**src/design/mnp_pkg.sv**
```systemverilog
`timescale 1ns / 1ps
// ----------------------------------------------------------------------------
// mnp_pkg
// shared constants, codes and types of the markov next-item predictor
// ----------------------------------------------------------------------------
package mnp_pkg;

    localparam int MAX_NODES  = 64;
    localparam int NODE_W     = $clog2(MAX_NODES);
    localparam int NCNT_W     = NODE_W + 1;
    localparam int HIST_DEPTH = 8;
    localparam int HIST_W     = $clog2(HIST_DEPTH);
    localparam int HCNT_W     = HIST_W + 1;
    localparam int MAX_OUT    = 16;
    localparam int OCNT_W     = $clog2(MAX_OUT + 1);
    localparam int PROB_W     = 16;
    localparam int PROD_W     = 2 * PROB_W;
    localparam int SCORE_W    = 38;
    localparam int KEY_W      = 64;
    localparam int MAT_AW     = 2 * NODE_W;
    localparam int MAT_DEPTH  = MAX_NODES * MAX_NODES;

    // input field widths
    localparam int ACT_W      = 2;
    localparam int IN_NODE_W  = 6;
    localparam int IN_PROB_W  = 16;

    // configuration port
    localparam int CFG_IW     = 2;
    localparam int CFG_DW     = 7;
    localparam int NIU_W      = 7;
    localparam int KEEP_W     = 3;
    localparam int MAXP_W     = 5;

    localparam logic [CFG_IW-1:0] CFG_NODES_IN_USE    = 2'd0;
    localparam logic [CFG_IW-1:0] CFG_HISTORY_KEEP    = 2'd1;
    localparam logic [CFG_IW-1:0] CFG_MAX_PREDICTIONS = 2'd2;

    localparam logic [ACT_W-1:0] ACT_WRITE_PROB = 2'd0;
    localparam logic [ACT_W-1:0] ACT_WRITE_KEY  = 2'd1;
    localparam logic [ACT_W-1:0] ACT_EVENT      = 2'd2;

    // one ranked entry of the top-score chain
    typedef struct packed {
        logic               vld;
        logic [NODE_W-1:0]  node;
        logic [SCORE_W-1:0] score;
    } entry_t;

    // chain-wide control
    typedef struct packed {
        logic clear;
        logic pop;
    } chain_ctl_t;

endpackage

```
**src/design/mnp_cell.sv**
```systemverilog
`timescale 1ns / 1ps
// ----------------------------------------------------------------------------
// mnp_cell
// one slot of the sorted top-score chain: insert, shift down, pop up
// ----------------------------------------------------------------------------
module mnp_cell (
    input  logic                clk,
    input  logic                rst_n,
    input  mnp_pkg::chain_ctl_t ctl,
    input  mnp_pkg::entry_t     cand,
    input  logic                left_ins,
    input  mnp_pkg::entry_t     left,
    input  mnp_pkg::entry_t     right,
    output mnp_pkg::entry_t     own,
    output logic                ins
);
    import mnp_pkg::*;

    logic               vld_reg, vld_next;
    logic [NODE_W-1:0]  node_reg, node_next;
    logic [SCORE_W-1:0] score_reg, score_next;

    assign own = '{vld: vld_reg, node: node_reg, score: score_reg};
    // strict compare: equal scores keep the earlier (lower) node ahead
    assign ins = cand.vld && (!vld_reg || (cand.score > score_reg));

    always_comb
    begin
        vld_next   = vld_reg;
        node_next  = node_reg;
        score_next = score_reg;
        if (ctl.clear)
        begin
            vld_next = 1'b0;
        end
        else if (ctl.pop)
        begin
            vld_next   = right.vld;
            node_next  = right.node;
            score_next = right.score;
        end
        else if (left_ins)
        begin
            vld_next   = left.vld;
            node_next  = left.node;
            score_next = left.score;
        end
        else if (ins)
        begin
            vld_next   = 1'b1;
            node_next  = cand.node;
            score_next = cand.score;
        end
    end

    always_ff @(posedge clk or negedge rst_n)
    begin
        if (!rst_n)
            vld_reg <= 1'b0;
        else
            vld_reg <= vld_next;
    end

    always_ff @(posedge clk)
    begin
        node_reg  <= node_next;
        score_reg <= score_next;
    end
endmodule

```
**src/design/mnp_rank_chain.sv**
```systemverilog
`timescale 1ns / 1ps
// ----------------------------------------------------------------------------
// mnp_rank_chain
// row of cells holding the best scores in descending order
// ----------------------------------------------------------------------------
module mnp_rank_chain (
    input  logic                clk,
    input  logic                rst_n,
    input  mnp_pkg::chain_ctl_t ctl,
    input  mnp_pkg::entry_t     cand,
    output mnp_pkg::entry_t     head
);
    import mnp_pkg::*;

    entry_t ent [MAX_OUT];
    logic   ins [MAX_OUT];

    genvar k;
    generate
        for (k = 0; k < MAX_OUT; k++)
        begin : g_cell
            entry_t left_e;
            entry_t right_e;
            logic   left_i;
            if (k == 0)
            begin : g_first
                assign left_e = '0;
                assign left_i = 1'b0;
            end
            else
            begin : g_mid
                assign left_e = ent[k-1];
                assign left_i = ins[k-1];
            end
            if (k == MAX_OUT - 1)
            begin : g_end
                assign right_e = '0;
            end
            else
            begin : g_inner
                assign right_e = ent[k+1];
            end
            mnp_cell u_cell (
                .clk      (clk),
                .rst_n    (rst_n),
                .ctl      (ctl),
                .cand     (cand),
                .left_ins (left_i),
                .left     (left_e),
                .right    (right_e),
                .own      (ent[k]),
                .ins      (ins[k])
            );
        end
    endgenerate

    assign head = ent[0];
endmodule
```
**config.mk**
```make
export PLATFORM = sky130hd
export DESIGN_NAME = mnp_rank_chain
export DESIGN_NICKNAME = d
export VERILOG_FILES = /design/src/design/mnp_pkg.sv /design/src/design/mnp_cell.sv /design/src/design/mnp_rank_chain.sv
export SDC_FILE = /design/constraint.sdc
export NUM_CORES = 2
export LEC_CHECK = 0
export ABC_AREA = 1
export BUFFER_PORTS_ARGS = -buffer_cell sky130_fd_sc_hd__buf_2
export CORE_ASPECT_RATIO = 0.6
export CORE_UTILIZATION = 50
export DETAILED_ROUTE_END_ITERATION = 16
export PLACE_DENSITY = 0.67
export SKIP_LAST_GASP = 1
export SYNTH_ARGS = -nofsm -noshare
export SYNTH_HDL_FRONTEND = slang
export SYNTH_SLANG_ARGS = --single-unit
```
**constraint.sdc**
```tcl
create_clock -name clk -period 4 [get_ports clk]
set_input_delay 0.8 -clock clk [delete_from_list [all_inputs] [get_ports clk]]
set_output_delay 0.8 -clock clk [all_outputs]
set_load 0.01 [all_outputs]
```
# == Word level (Yosys, flattened, before mapping) ==
# Index checks and enable logic that the tools add are counted.
# classes
shifts,0
n_bitwise,1
n_mul,0
n_eq_ne,0
n_mux,155
order_cmp,16
div_mod_pow,0
add_sub_neg,0
n_reduce_logical,96
# op_table
operator,count
$mux W38,46
$gt A38 B38 Y1,16
$mux W6,46
$mux W1,63
$reduce_bool A4 Y1,15
$reduce_bool A3 Y1,16
$reduce_and A2 Y1,16
$logic_and A1 B1 Y1,16
$logic_not A1 Y1,16
$logic_or A1 B1 Y1,16
$reduce_bool A2 Y1,1
$not A1 Y1,1
# word_totals
in_bits,49
elab_cells,316
rom_bits,0
out_inout_bits,45
register_bits,720
ramBits,0
memories,0
latch_bits,0

# == Depth between registers and ports, before layout ==
# depth
word_depth,7
ltp_mapped,19
ltp_nobuf,18

# == Modules after synthesis ==
# Synthesis repeated with hierarchy kept, for this count alone.
# unflattened
cells_unflattened,7057
hier_area_um2,54676.2
# modules_own_cells
module,cells_per_inst,area_each_um2,seq_area_each_um2,instances
mnp_cell,441,3417.0,1346.3,16
mnp_rank_chain,1,3.8,0.0,1

# == Least setup slack after synthesis ==
# OpenSTA, ideal clock, no wires.
# synth_path
kind,input to register
start,input port cand[0] in the netlist's numbering
end,"register g_cell[14].u_cell.node_reg[0], enable pin"
path_buffers,3
required_ps,3540
arrival_ps,4751
setup_ps,460
path_slack_ps,-1211
stages,12
path_cell_list,inv_1 -> clkbuf_1 -> ha_1 -> nand2_1 -> nor3_1 -> nand3_1 -> nand2_1 -> inv_1 -> a21oi_1 -> buf_4 -> buf_4 -> a21oi_1
# synth_between
elab_chain_len,5
elab_cells_between_ends,8
classes_between,order compare: 2; reduce/logical: 6
# synth_rtl
item,line_no,text
from (decl),mnp_rank_chain.sv:10,"input mnp_pkg::entry_t cand,"
$gt A38 B38 Y1,mnp_cell.sv:25,assign ins = cand.vld && (!vld_reg || (cand.score > score_reg));
$logic_or A1 B1 Y1,mnp_cell.sv:25,
$logic_and A1 B1 Y1,mnp_cell.sv:25,
$reduce_bool A3 Y1 (no line) (*),-,
$reduce_and A2 Y1 (no line) (*),-,
to (signal assigned),mnp_cell.sv:66,node_reg <= node_next;
to (decl),mnp_cell.sv:20,"logic [NODE_W-1:0] node_reg, node_next;"
# Mark *: on every way between the ends. The rest lies on a longest branch, timed or not.
# A chain may end at the register's enable or synchronous reset.

# == Worst setup path after layout ==
# layout_path
start,input port cand[15] in the netlist's numbering
end,"register g_cell[3].u_cell.score_reg[21], enable pin"
# layout_between
elab_chain_len,5
elab_cells_between_ends,8
classes_between,order compare: 2; reduce/logical: 6
# layout_rtl
item,line_no,text
$gt A38 B38 Y1,mnp_cell.sv:25,
$logic_or A1 B1 Y1,mnp_cell.sv:25,
$logic_and A1 B1 Y1,mnp_cell.sv:25,
$reduce_bool A3 Y1 (no line) (*),-,
$reduce_and A2 Y1 (no line) (*),-,
to (signal assigned),mnp_cell.sv:67,score_reg <= score_next;
to (decl),mnp_cell.sv:21,"logic [SCORE_W-1:0] score_reg, score_next;"
# Marks and branches as above.

==> summary.md <==
| Metric | Value |
|---|---|
| R2R depth | `15` |
| FFs w/ async S/R, synth | `2.22%` |
| Req. time, crit path | `4350 ps` |
| Commonest cells in the netlist | `nand2_1 (2382), nand3_1 (1284), inv_1 (961), edfxtp_1 (704), ha_1 (608)` |
| CP Class | `input port to register` |
| Vias | `50.3k` |
| Largest family of logic cells by synthesized area | `simple AND/OR/NAND/NOR gates` |
| Final net count | `8006` |
| Mapped Cells | `7453` |
| Largest area contributor in the netlist | `edfxtp_1` |
| Starting density of the core | `50.5%` |
| Die ar. | `112000 µm²` |
| Clk buf depth | `3` |
| Fmax achieved | `317 MHz` |
| Final HPWL DP | `122000 µm` |
| Row count | `94` |
| Root buffer cell | `clkbuf_16` |
| Pins Over Slew Limit | `0` |
| Post-synthesis compound-gate area fraction | `6.15%` |
| WL/cell | `18.4 µm` |
| Setup crit end kind | `register` |
| Syn. warnings | `0` |
| GRT Total Usage | `28.8%` |
| VDD IR max | `0.000295 V` |
| Max-Cap Viols | `0` |
| # DRC | `0` |
| Post-CTS setup buffer count | `0` |
| Slew @ Worst Pin | `1160 ps` |
| Seq/Total Area, Yosys | `38.9%` |
| Power per Cell Area | `418 nW/µm²` |
| RSZ-0062 raised after global routing | `no` |
| Die W | `432 µm` |
| Pre-antenna DRT Iters | `5` |
| Final setup viols | `0` |
| Fin util | `54.1%` |
| Clock skew | `24.0 ps` |
| Inserted Diodes | `0` |
| Avg Cell Area, Syn | `7.44 µm²` |
| Post-DRT Antenna Nets | `0` |
| Startpoint types | `input port` |
| Xor and xnor fraction of the mapped netlist area | `0%` |
| Simple-gate portion of the synthesized area | `31.1%` |
| Seq cells post-synth | `720` |
| Most common cell in the synthesized netlist | `nand2_1` |
| Crit share post-route | `78.8%` |
| CP max FO | `45` |
| Io pins | `94` |
| Vias in the first global route | `48.2k` |
| Iter 0 DRT Violations | `5155` |
| Total CTS buffers | `76` |
| Skew-Pair Late Insertion Delay | `690 ps` |
| Core ar. | `110000 µm²` |
| Netlist cell types | `31` |
| Hold Violations, Final | `0` |
| Routability cong. | `0.907` |
| Mux cell area share after synthesis | `0%` |
| Max transition margin | `22.9%` |
| Share of cells above drive strength 1 | `5.18%` |
| Adder-cell share of the synthesized area | `13.7%` |
| Number of flip-flops in the largest register | `608` |
| Synth area leaders | `edfxtp_1 (38%), nand2_1 (16%), ha_1 (14%)` |
| H-tree depth | `3` |
| Setup TNS | `0 ps` |
| Period minus WS final | `3150 ps` |
| First-pass GRT wire length | `261000 µm` |
| Drt total wl | `163000 µm` |
| Hold buffer count at cts | `0` |
| Min-delay worst type | `input port to async pin` |
| Antenna violations before repair | `2` |
| Status | `finished clean` |
| CTS tree | `done` |
| Port bufs | `93` |
| Worst hold slack | `90.8 ps` |
| Largest net degree at the start of global routing | `218` |
| Vias per cell | `5.66` |
| Main synth FF type | `edfxtp_1` |
| Resize count post-CTS | `0` |
| Worst-path clk slew | `60 ps` |
| Congestion Overflow GR | `0` |
| Clock Sinks | `720` |
| Number of flops mapped to enable cells by yosys | `704` |
| Post-Synthesis Cell Area | `55400 µm²` |
| CP arrival | `3500 ps` |
| Synth Net Count | `8110` |
| DIE HEIGHT | `260 µm` |
| Area Growth Syn to Fin | `7.15%` |
| Top-area cell type share of the netlist area | `38.1%` |
| P_leak | `29.8 nW` |
-- area by class of cell --
| cell class | count | area (µm²) |
|---|---|---|
| Inverter | 968 | 3640 |
| Multi-Input combinational cell | 5371 | 28400 |
| Clock inverter | 23 | 158 |
| Tap cell | 1488 | 1860 |
| Timing Repair Buffer | 212 | 1720 |
| Clock buffer | 103 | 2100 |
| Sequential cell | 720 | 21500 |
| Fill cell | 10537 | 50300 |
-- layer usage --
| metal | track usage, % | share of wire (%) | vias to the layer above |
|---|---|---|---|
| met4 | 6.40 | 1.8 | 2 |
| met1 | 44.5 | 48 | 23728 |
| li1 | - | - | 24248 |
| met5 | 0 | 0.0080 | - |
| met2 | 42.3 | 41 | 2117 |
| met3 | 3.73 | 8.5 | 223 |
-- kinds of logic after synthesis --
family	Yosys count
buf+inv	1362
compound gates	658
fa+ha+maj	608
simple gates	4105
flops	720
-- worst max-delay path, stage by stage --
cell and delay, ps:
buf_2 450, buf_4 230, ha_1 160, nand2_1 50, nor2_1 80, nand2_1 120, nor2_1 530, nand3_1 140
nand2_1 90, nor2_1 50, nand2_2 70, nand2_4 60, nand2_1 120, nand2_1 110, nand2_2 110, buf_12 270
-- worst paths after layout --
kind                                                     start                        endpoint  slack (ps)
worst max-delay path                                  cand[15]  g_cell[3].u_cell.score_reg[21]         850
worst min-delay path                                     rst_n       g_cell[15].u_cell.vld_reg          90
worst max register to register  g_cell[3].u_cell.score_reg[21]  g_cell[3].u_cell.score_reg[21]         920
worst min register to register        g_cell[2].u_cell.vld_reg        g_cell[2].u_cell.vld_reg         510
max in group asynchronous                                rst_n        g_cell[1].u_cell.vld_reg        3520
min in group clk                                       cand[0]  g_cell[15].u_cell.score_reg[0]         470
-- where the power goes --
group | internal [W] | leakage [nW] | switching (W) | total (W)
registers | 0.00974 | 7.17 | 0.000531 | 0.0103
logic | 0.00243 | 21.5 | 0.00514 | 0.00758
clock network | 0.00378 | 1.10 | 0.00322 | 0.00700
-- cell usage in the layout (no fill, tap or decap), types with 9 or more instances in the layout --
master     count
nand2_1     2371
nand3_1     1284
inv_1        959
edfxtp_1     704
ha_1         608
nor2_1       370
o21ai_0      279
a21oi_1      251
buf_2         92
buf_4         91
clkbuf_16     79
o21ai_1       73
nand2_2       37
a21o_1        28
buf_12        28
clkbuf_1      21
dfrtp_1       16
nand2_4       14
clkinv_1      12
o21bai_1      10
a21oi_4        9
-- metrics by stage --
stage	instance area, µm²	power [W]	cells	setup WS (ps)
4_1_cts	59400	0.0248	8885	964
3_5_place_dp	57200	0.0178	8759	301
5_1_grt	59400	0.0263	8885	749
2_1_floorplan	55500	0.0156	7453	-115
6_report	59400	0.0248	8885	848
3_3_place_gp	57200	0.0175	8759	314
(Power assumes the default switching activity.)
